`src/rtl/dewu_pkg.sv`:
```
// Shared types, codes and item layout for the digitizer event word unpacker.
package dewu_pkg;

  localparam int unsigned WORD_W   = 32;
  localparam int unsigned CHAN_W   = 6;
  localparam int unsigned MOD_W    = 8;
  localparam int unsigned LEN_W    = 12;
  localparam int unsigned TS_W     = 46;
  localparam int unsigned TS_LO_W  = 30;
  localparam int unsigned EXT_W    = 16;
  localparam int unsigned CFG_W    = 64;
  localparam int unsigned PADDR_W  = 6;

  localparam logic [1:0] CLS_MISC    = 2'd0;
  localparam logic [1:0] CLS_HEADER  = 2'd1;
  localparam logic [1:0] CLS_ILLEGAL = 2'd2;
  localparam logic [1:0] CLS_FOOTER  = 2'd3;

  localparam logic [7:0] SUB_DUMMY = 8'h00;
  localparam logic [7:0] SUB_DATA  = 8'h10;
  localparam logic [7:0] SUB_EXT   = 8'h12;

  localparam logic [2:0] REG_DUP_BASE = 3'd4;

  typedef enum logic [1:0] {
    KIND_DATA    = 2'd0,
    KIND_SUMMARY = 2'd1,
    KIND_STATUS  = 2'd2
  } kind_t;

  typedef enum logic [2:0] {
    ST_OK             = 3'd0,
    ST_UNKNOWN_MODULE = 3'd1,
    ST_NO_HEADER      = 3'd2,
    ST_BAD_CHANNEL    = 3'd3,
    ST_DUPLICATE      = 3'd4,
    ST_ILLEGAL_WORD   = 3'd5
  } status_t;

  typedef struct packed {
    logic [3:0][CFG_W-1:0] dup_check;
    logic [3:0][CFG_W-1:0] known_ids;
  } cfg_t;

  typedef struct packed {
    logic [2:0]        status;
    logic              ext_valid;
    logic [WORD_W-1:0] footer_word;
    logic [TS_W-1:0]   timestamp;
    logic [LEN_W-1:0]  event_length;
    logic [WORD_W-1:0] data_word;
    logic [CHAN_W-1:0] channel;
    logic [MOD_W-1:0]  mod_id;
    logic [1:0]        kind;
  } out_item_t;

  function automatic out_item_t mk_item(kind_t k, logic [MOD_W-1:0] mod,
                                        logic [CHAN_W-1:0] ch, logic [WORD_W-1:0] dw,
                                        logic [LEN_W-1:0] len, logic [TS_W-1:0] ts,
                                        logic [WORD_W-1:0] fw, logic ev, status_t st);
    out_item_t r;
    r.status       = st;
    r.ext_valid    = ev;
    r.footer_word  = fw;
    r.timestamp    = ts;
    r.event_length = len;
    r.data_word    = dw;
    r.channel      = ch;
    r.mod_id       = mod;
    r.kind         = k;
    return r;
  endfunction

endpackage

```
`src/rtl/dewu_cfg.sv`:
```
// Configuration register file: module enable and duplicate-check masks.
module dewu_cfg
  import dewu_pkg::*;
(
  input  logic               clk,
  input  logic               rst,
  input  logic               psel,
  input  logic               penable,
  input  logic               pwrite,
  input  logic [PADDR_W-1:0] paddr,
  input  logic [CFG_W-1:0]   pwdata,
  output logic [CFG_W-1:0]   prdata,
  output logic               pready,
  output cfg_t               cfg
);

  logic [2:0] reg_idx;
  logic       wr_en;

  assign reg_idx = paddr[PADDR_W-1:3];
  assign pready  = 1'b1;
  assign wr_en   = psel & penable & pwrite & pready;

  always_ff @(posedge clk) begin
    if (rst) begin
      cfg <= '0;
    end else if (wr_en) begin
      if (reg_idx < REG_DUP_BASE) begin
        cfg.known_ids[reg_idx[1:0]] <= pwdata;
      end else begin
        cfg.dup_check[reg_idx[1:0]] <= pwdata;
      end
    end
  end

  always_comb begin
    if (reg_idx < REG_DUP_BASE) begin
      prdata = cfg.known_ids[reg_idx[1:0]];
    end else begin
      prdata = cfg.dup_check[reg_idx[1:0]];
    end
  end

endmodule

```
`src/rtl/dewu_chan_mem.sv`:
```
// Channel word store: one write port, one registered read port.
module dewu_chan_mem
  import dewu_pkg::*;
#(
  parameter int unsigned DEPTH  = 34,
  parameter int unsigned ADDR_W = 6
) (
  input  logic              clk,
  input  logic              we,
  input  logic [ADDR_W-1:0] waddr,
  input  logic [WORD_W-1:0] wdata,
  input  logic              re,
  input  logic [ADDR_W-1:0] raddr,
  output logic [WORD_W-1:0] rdata
);

  logic [WORD_W-1:0] mem [DEPTH];

  always_ff @(posedge clk) begin
    if (we) begin
      mem[waddr] <= wdata;
    end
  end

  always_ff @(posedge clk) begin
    if (re) begin
      rdata <= mem[raddr];
    end
  end

endmodule

```
`src/rtl/digitizer_event_word_unpacker_unit.sv`:
```
// A status item is registered when its word is accepted and appears in the next cycle.
// Words that give no item or a status are taken one per cycle while the output is free.
// A footer scans the channel store one channel per cycle while none is stored; a stored
// channel also waits in S_WAIT for its store read and a free output; input is held off.
// Reset is synchronous: it clears the event state, present bits and config registers;
// the channel word store is not cleared.
module digitizer_event_word_unpacker_unit
  import dewu_pkg::*;
#(
  parameter int unsigned NUM_CHANNELS = 34
) (
  input  logic               clk,
  input  logic               rst,
  input  logic               s_tvalid,
  output logic               s_tready,
  input  logic [31:0]        s_tdata,   // word[31:0]
  input  logic               s_tuser,   // first_of_buffer[0]
  output logic               m_tvalid,
  input  logic               m_tready,
  // mod_id[7:0] channel[13:8] data_word[45:14] event_length[57:46] timestamp[103:58]
  // footer_word[135:104] ext_valid[136] status[139:137] zero[143:140]
  output logic [143:0]       m_tdata,
  output logic [1:0]         m_tuser,   // kind[1:0]
  output logic               m_tlast,
  input  logic               psel,
  input  logic               penable,
  input  logic               pwrite,
  input  logic [PADDR_W-1:0] paddr,
  input  logic [CFG_W-1:0]   pwdata,
  output logic [CFG_W-1:0]   prdata,
  output logic               pready
);

  localparam int unsigned CH_W  = (NUM_CHANNELS > 1) ? $clog2(NUM_CHANNELS) : 1;
  localparam int unsigned IDX_W = $clog2(NUM_CHANNELS + 1);

  typedef enum logic [1:0] {S_IDLE, S_SCAN, S_WAIT} state_t;

  cfg_t cfg;

  state_t              state;
  logic [IDX_W-1:0]    idx;
  logic                out_valid;
  out_item_t           out_q;
  logic                out_last;
  logic                event_open;
  logic                buffer_aborted;
  logic [MOD_W-1:0]    current_module;
  logic                current_checks_dups;
  logic [WORD_W-1:0]   header_store;
  logic [EXT_W-1:0]    stamp_hi_store;
  logic                stamp_hi_seen;
  logic [NUM_CHANNELS-1:0] channel_present;
  logic [WORD_W-1:0]   footer_store;

  logic              accept;
  logic              slot_free;
  logic              open_eff;
  logic              abort_eff;
  logic [1:0]        cls;
  logic [7:0]        sub;
  logic [CHAN_W-1:0] wch;
  logic [CH_W-1:0]   ch_idx;
  logic [MOD_W-1:0]  hid;
  logic              id_known;
  logic              id_dup;
  logic              ch_ok;
  logic [CH_W-1:0]   idx_lo;
  logic              scan_done;
  logic              mem_re;
  logic              mem_we;
  logic [WORD_W-1:0] mem_rdata;

  logic              st_valid;
  status_t           st_code;
  logic [MOD_W-1:0]  st_mod;
  logic [CHAN_W-1:0] st_ch;
  logic              do_header;
  logic              do_store;
  logic              do_ext;
  logic              do_footer;
  logic              set_abort;
  logic              clr_open;

  dewu_cfg u_cfg (
    .clk     (clk),
    .rst     (rst),
    .psel    (psel),
    .penable (penable),
    .pwrite  (pwrite),
    .paddr   (paddr),
    .pwdata  (pwdata),
    .prdata  (prdata),
    .pready  (pready),
    .cfg     (cfg)
  );

  dewu_chan_mem #(
    .DEPTH  (NUM_CHANNELS),
    .ADDR_W (CH_W)
  ) u_mem (
    .clk   (clk),
    .we    (mem_we),
    .waddr (ch_idx),
    .wdata (s_tdata),
    .re    (mem_re),
    .raddr (idx_lo),
    .rdata (mem_rdata)
  );

  assign slot_free = !out_valid || m_tready;
  assign s_tready  = (state == S_IDLE) && slot_free;
  assign accept    = s_tvalid && s_tready;
  assign m_tvalid  = out_valid;
  assign m_tdata   = {4'b0000, out_q.status, out_q.ext_valid, out_q.footer_word,
                      out_q.timestamp, out_q.event_length, out_q.data_word,
                      out_q.channel, out_q.mod_id};
  assign m_tuser   = out_q.kind;
  assign m_tlast   = out_last;

  assign open_eff  = event_open & ~s_tuser;
  assign abort_eff = buffer_aborted & ~s_tuser;
  assign cls       = s_tdata[31:30];
  assign sub       = s_tdata[29:22];
  assign wch       = s_tdata[21:16];
  assign hid       = s_tdata[23:16];
  assign ch_idx    = wch[CH_W-1:0];
  assign id_known  = cfg.known_ids[hid[7:6]][hid[5:0]];
  assign id_dup    = cfg.dup_check[hid[7:6]][hid[5:0]];
  assign ch_ok     = {1'b0, wch} < (CHAN_W+1)'(NUM_CHANNELS);

  assign idx_lo    = idx[CH_W-1:0];
  assign scan_done = (idx == IDX_W'(NUM_CHANNELS));
  assign mem_re    = (state == S_SCAN) && !scan_done && channel_present[idx_lo];
  assign mem_we    = accept && !abort_eff && do_store;

  always_comb begin
    st_valid  = 1'b0;
    st_code   = ST_OK;
    st_mod    = current_module;
    st_ch     = '0;
    do_header = 1'b0;
    do_store  = 1'b0;
    do_ext    = 1'b0;
    do_footer = 1'b0;
    set_abort = 1'b0;
    clr_open  = 1'b0;
    case (cls)
      CLS_HEADER: begin
        if (!id_known) begin
          st_valid  = 1'b1;
          st_code   = ST_UNKNOWN_MODULE;
          st_mod    = hid;
          set_abort = 1'b1;
          clr_open  = 1'b1;
        end else begin
          do_header = 1'b1;
        end
      end
      CLS_MISC: begin
        case (sub)
          SUB_DUMMY: begin
          end
          SUB_DATA: begin
            if (!open_eff) begin
              st_valid  = 1'b1;
              st_code   = ST_NO_HEADER;
              set_abort = 1'b1;
            end else if (!ch_ok) begin
              st_valid  = 1'b1;
              st_code   = ST_BAD_CHANNEL;
              st_ch     = wch;
              set_abort = 1'b1;
              clr_open  = 1'b1;
            end else if (current_checks_dups && channel_present[ch_idx]) begin
              st_valid = 1'b1;
              st_code  = ST_DUPLICATE;
              st_ch    = wch;
            end else begin
              do_store = 1'b1;
            end
          end
          SUB_EXT: begin
            if (!open_eff) begin
              st_valid  = 1'b1;
              st_code   = ST_NO_HEADER;
              set_abort = 1'b1;
            end else begin
              do_ext = 1'b1;
            end
          end
          default: begin
            st_valid = 1'b1;
            st_code  = ST_ILLEGAL_WORD;
          end
        endcase
      end
      CLS_FOOTER: begin
        if (!open_eff) begin
          st_valid  = 1'b1;
          st_code   = ST_NO_HEADER;
          set_abort = 1'b1;
        end else begin
          do_footer = 1'b1;
          clr_open  = 1'b1;
        end
      end
      default: begin
        st_valid = 1'b1;
        st_code  = ST_ILLEGAL_WORD;
      end
    endcase
  end

  always_ff @(posedge clk) begin
    if (rst) begin
      state               <= S_IDLE;
      idx                 <= '0;
      out_valid           <= 1'b0;
      out_last            <= 1'b0;
      event_open          <= 1'b0;
      buffer_aborted      <= 1'b0;
      current_module      <= '0;
      current_checks_dups <= 1'b0;
      header_store        <= '0;
      stamp_hi_store      <= '0;
      stamp_hi_seen       <= 1'b0;
      channel_present     <= '0;
    end else begin
      if (out_valid && m_tready) begin
        out_valid <= 1'b0;
      end
      case (state)
        S_IDLE: begin
          if (accept) begin
            event_open     <= open_eff;
            buffer_aborted <= abort_eff;
            if (!abort_eff) begin
              if (st_valid) begin
                out_valid <= 1'b1;
                out_last  <= 1'b1;
                out_q     <= mk_item(KIND_STATUS, st_mod, st_ch, s_tdata, '0, '0, '0,
                                     1'b0, st_code);
              end
              if (set_abort) begin
                buffer_aborted <= 1'b1;
              end
              if (clr_open) begin
                event_open <= 1'b0;
              end
              if (do_header) begin
                event_open          <= 1'b1;
                current_module      <= hid;
                current_checks_dups <= id_dup;
                header_store        <= s_tdata;
                stamp_hi_seen       <= 1'b0;
                stamp_hi_store      <= '0;
                channel_present     <= '0;
              end
              if (do_store) begin
                channel_present[ch_idx] <= 1'b1;
              end
              if (do_ext) begin
                stamp_hi_store <= s_tdata[EXT_W-1:0];
                stamp_hi_seen  <= 1'b1;
              end
              if (do_footer) begin
                footer_store <= s_tdata;
                idx          <= '0;
                state        <= S_SCAN;
              end
            end
          end
        end
        S_SCAN: begin
          if (scan_done) begin
            if (slot_free) begin
              out_valid <= 1'b1;
              out_last  <= 1'b1;
              out_q     <= mk_item(KIND_SUMMARY, current_module, '0, header_store,
                                   header_store[LEN_W-1:0],
                                   {(stamp_hi_seen ? stamp_hi_store : EXT_W'(0)),
                                    footer_store[TS_LO_W-1:0]},
                                   footer_store, stamp_hi_seen, ST_OK);
              state     <= S_IDLE;
            end
          end else if (channel_present[idx_lo]) begin
            state <= S_WAIT;
          end else begin
            idx <= idx + 1'b1;
          end
        end
        S_WAIT: begin
          if (slot_free) begin
            out_valid <= 1'b1;
            out_last  <= 1'b0;
            out_q     <= mk_item(KIND_DATA, current_module, CHAN_W'(idx), mem_rdata,
                                 '0, '0, '0, 1'b0, ST_OK);
            idx       <= idx + 1'b1;
            state     <= S_SCAN;
          end
        end
        default: begin
          state <= S_IDLE;
        end
      endcase
    end
  end

`ifndef SYNTH
  a_wait_on_present: assert property (@(posedge clk) disable iff (rst)
    state == S_WAIT |-> channel_present[idx_lo])
    else $error("store read pending for a channel with no stored word");

  a_summary_last: assert property (@(posedge clk) disable iff (rst)
    (m_tvalid && out_q.kind == KIND_SUMMARY) |-> m_tlast)
    else $error("summary item without last");

  a_data_not_last: assert property (@(posedge clk) disable iff (rst)
    (m_tvalid && out_q.kind == KIND_DATA) |-> !m_tlast)
    else $error("channel item marked last");

  a_status_only_in_report: assert property (@(posedge clk) disable iff (rst)
    (m_tvalid && out_q.kind != KIND_STATUS) |-> out_q.status == ST_OK)
    else $error("nonzero status outside a status item");

  a_footer_enters_scan: assert property (@(posedge clk) disable iff (rst)
    (accept && !abort_eff && do_footer) |=> (state == S_SCAN && idx == '0 && !event_open))
    else $error("footer did not start the channel scan");
`endif

endmodule
```
`config.mk`:
```
export PLATFORM = sky130hd
export DESIGN_NAME = digitizer_event_word_unpacker_unit
export DESIGN_NICKNAME = d
export VERILOG_FILES = /design/src/rtl/dewu_pkg.sv /design/src/rtl/dewu_cfg.sv /design/src/rtl/dewu_chan_mem.sv /design/src/rtl/digitizer_event_word_unpacker_unit.sv
export SDC_FILE = /design/constraint.sdc
export NUM_CORES = 2
export LEC_CHECK = 0
export ABC_AREA = 1
export BUFFER_PORTS_ARGS = -buffer_cell sky130_fd_sc_hd__buf_2
export CORE_UTILIZATION = 25
export DETAILED_ROUTE_END_ITERATION = 6
export GPL_TIMING_DRIVEN = 1
export HOLD_SLACK_MARGIN = 0.03
export PLACE_DENSITY_LB_ADDON = 0.12
export SLEW_MARGIN = 5
export SYNTH_ARGS = -nofsm -noshare
export SYNTH_HDL_FRONTEND = slang
export SYNTH_SLANG_ARGS = --single-unit
```
`constraint.sdc`:
```
create_clock -name clk -period 8.8 [get_ports clk]
set_input_delay 0 -clock clk [delete_from_list [all_inputs] [get_ports clk]]
set_output_delay 0 -clock clk [all_outputs]
set_load 0.05 [all_outputs]
```
==> metrics <==
max layer used=met5; clock skew=0.0774 ns; H-tree depth=4; Syn. warnings=0; Layout area overhead=19.1%; share of the synthesized area in the top cell type=48.4%; WHS=0.0806 ns; final antenna-violating net count=0; die width=562 um; Synth top cells by count=nor2_1 (1570), o21ai_0 (1510), edfxtp_1 (1264); Tcrit/Tclk final=63.3%; beginning of the worst hold path=pwdata[10]; die area=0.316 mm2; Post-Syn Area=0.0784 mm2; Hold Vio Cnt, Final=0; gr usage total=19.6%; antenna violations before repair=34; DP Cell Count=12000; most common cell in the synthesized netlist=nor2_1; Root Driver=clkbuf_16; XOR/XNOR Fraction of Synth Area=0.0447%; Max stage delay cell, worst path=nor2_4; Worst VDD drop=155 uV; max_slew headroom=2.88%; pre-CTS setup slack=2.88 ns; Routed WL=320000 um; R2R Path End=u_mem.rdata[15]; initial drt markers=6431; Bufs and invs on worst path=6; Core Util, Final=29.9%; r2r setup slk=4.39 ns; top_reg_cell synth=edfxtp_1; Netlist cell types=46; R2R cell count=11; Seq cells post-synth=1872; Async SR Flop Fraction=0%; Area contributors post-synth=edfxtp_1 (48%), dfxtp_1 (16%), o21ai_0 (9.6%); core area=0.312 mm2; cell row count=205; HPWL after DPL=171000 um; CP top delay family=simple AND/OR/NAND/NOR gates; synthesized-area fraction occupied by adder cells=0.0957%; post-synthesis compound-gate area fraction=18.1%; Synth area leader=edfxtp_1; Tmin final=5.57 ns; maxcap violations=0; Syn Inst Count=8021; RSZ-0062 raised after global routing=no; WL/cell=25.4 um; largest family of logic cells by synthesized area=compound AO/OA/AOI/OAI gates; hold-critical path depth=4; number of synthesized flops with an enable pin=1264; simple-gate area share of the yosys netlist=12.6%; crit path kind=in2reg; CTS tree=yes; critical path endpoint category=register; first-pass GRT wire length=451000 um; HP Class=in2reg; CP Launch Type=input port; crit path DAT=6.08 ns; CTS buffer count=221; Met3 Routed Length=19300 um; Resized Gates After CTS=0; clk_lat worst skew=0.91 ns; max-slew violations=0; via count=62922; status=finished, final reports clean; Syn Area/Cell=9.78 um2; Die Y=562 um; CTS Sinks=1872; CP max FO=46; hold endpoint=u_cfg.cfg[138]; CTS Buffer Depth=4; # DRC=0; PD cells=236 mW/mm2; Worst-Margin Slew=1.44 ns; NumNets Final=8399; endpoints failing setup=0; GPL Wtd Cong=0.778; Data required, critical path=9.31 ns; I/O pins=324; CP dominant cell by count=nand2_1; sequential area share after synthesis=63.9%; met2 wire len=141000 um; Setup TNS=0 ns; crit-path cells=dlygate4sd3_1, buf_2, buf_4, inv_1, nand3_1, inv_1, nand2_1, nand2_1, nor2_1, nand2_1, nand2_1, nand2_1, nor2_1, nand3_2, nand3_1, nand2_1, nor2_4, buf_4; CP peak stage delay=0.91 ns; Post-CTS Setup Inserts=0; largest net degree at the start of global routing=270; I/O Buffers=315; Max Freq=180 MHz; vias per inst=4.99; P_leak=0.0323 uW; r2r startpoint=idx[0]; ratio of cells with drive above 1 in the final layout=10.4%; Initial DRT Pass Iterations=5; final worst slack=3.23 ns; vias in the first global route=59727; Worst-path clk slew=0.06 ns; Initial Util=25.1%; Final Non-Filler Cells=12614; wl on met1=153000 um; gr ovfl total=0; post-synthesis mux area share=0%
==> stage by stage <==
step	total power (uW)	instance area, um2
2_1_floorplan	11800	78400
3_3_place_gp	13000	84300
3_5_place_dp	13000	84300
4_1_cts	22300	93400
5_1_grt	22900	93400
6_report	22100	93400
==> registers in the layout, indices dropped and copies added, names as in the netlist, 16 cells and up <==
signal / count
footer_store: 32
u_cfg.cfg: 512
channel_present: 34
stamp_hi_store: 16
u_mem.mem: 1088
m_tdata: 110
u_mem.rdata: 32
header_store: 25
==> cell usage in the layout (no fill, tap or decap), types with 137 or more instances in the layout <==
master	n
buf_2	313
nand2_1	830
dfxtp_1	604
inv_1	349
a21oi_1	458
o21ai_0	1510
buf_4	137
nor2_1	1524
edfxtp_1	1264
dlygate4sd3_1	200
clkbuf_16	222
o22ai_1	332
==> final cells by class <==
class | count | area, um2
Antenna cell | 6 | 15.0
Clock buffer | 292 | 6020
Clock inverter | 116 | 1100
Fill cell | 32468 | 218000
Inverter | 379 | 1480
Multi-Input combinational cell | 5143 | 24600
Sequential cell | 1872 | 50100
Tap cell | 4140 | 5180
Timing Repair Buffer | 666 | 4910
==> how the worst max path moves through the flow <==
stage,start,end,slack (ns),cells after the start
floorplan,state[0],m_tdata[0],1.18,12
global placement,s_tdata[17],m_tdata[139],2.79,17
detailed placement,s_tdata[17],m_tdata[139],2.88,17
CTS,s_tdata[17],m_tdata[36],3.24,18
global route,s_tdata[17],m_tdata[33],2.91,18
finish,s_tdata[17],m_tdata[124],3.23,18
==> cell families after synthesis <==
| logic type | after synthesis |
|---|---|
| and+or+nand+nor | 2556 |
| other | 2 |
| AOI/OAI and AO/OA | 2572 |
| xor gates and xnor gates | 4 |
| DFF | 1872 |
| buffers and inverters | 1009 |
| adders and majority gates | 6 |
==> power by group <==
| group | internal, uW | total, uW | switching, uW |
|---|---|---|---|
| clock | 5250 | 9160 | 3910 |
| combinational | 788 | 3250 | 2470 |
| sequential | 9570 | 9660 | 89.5 |
| total | 15600 | 22100 | 6460 |
==> layer usage <==
metal	GRT usage, %	vias to the layer above
li1	-	28746
met1	28.8	31503
met2	30.2	2253
met3	2.56	414
met4	4.53	6
met5	0	-
==> tightest hold or removal path: cells and delay by family <==
kind          cells  cell delay [ns]
simple gates      2             0.16
buf+inv           2             0.78
==> what timing repair did <==
item                       4_1_cts  5_1_grt
hold buffers                   200        0
setup endpoints to repair        0        0
hold endpoints to repair      1726        0
No activity file was read; power rests on OpenSTA's default activity.
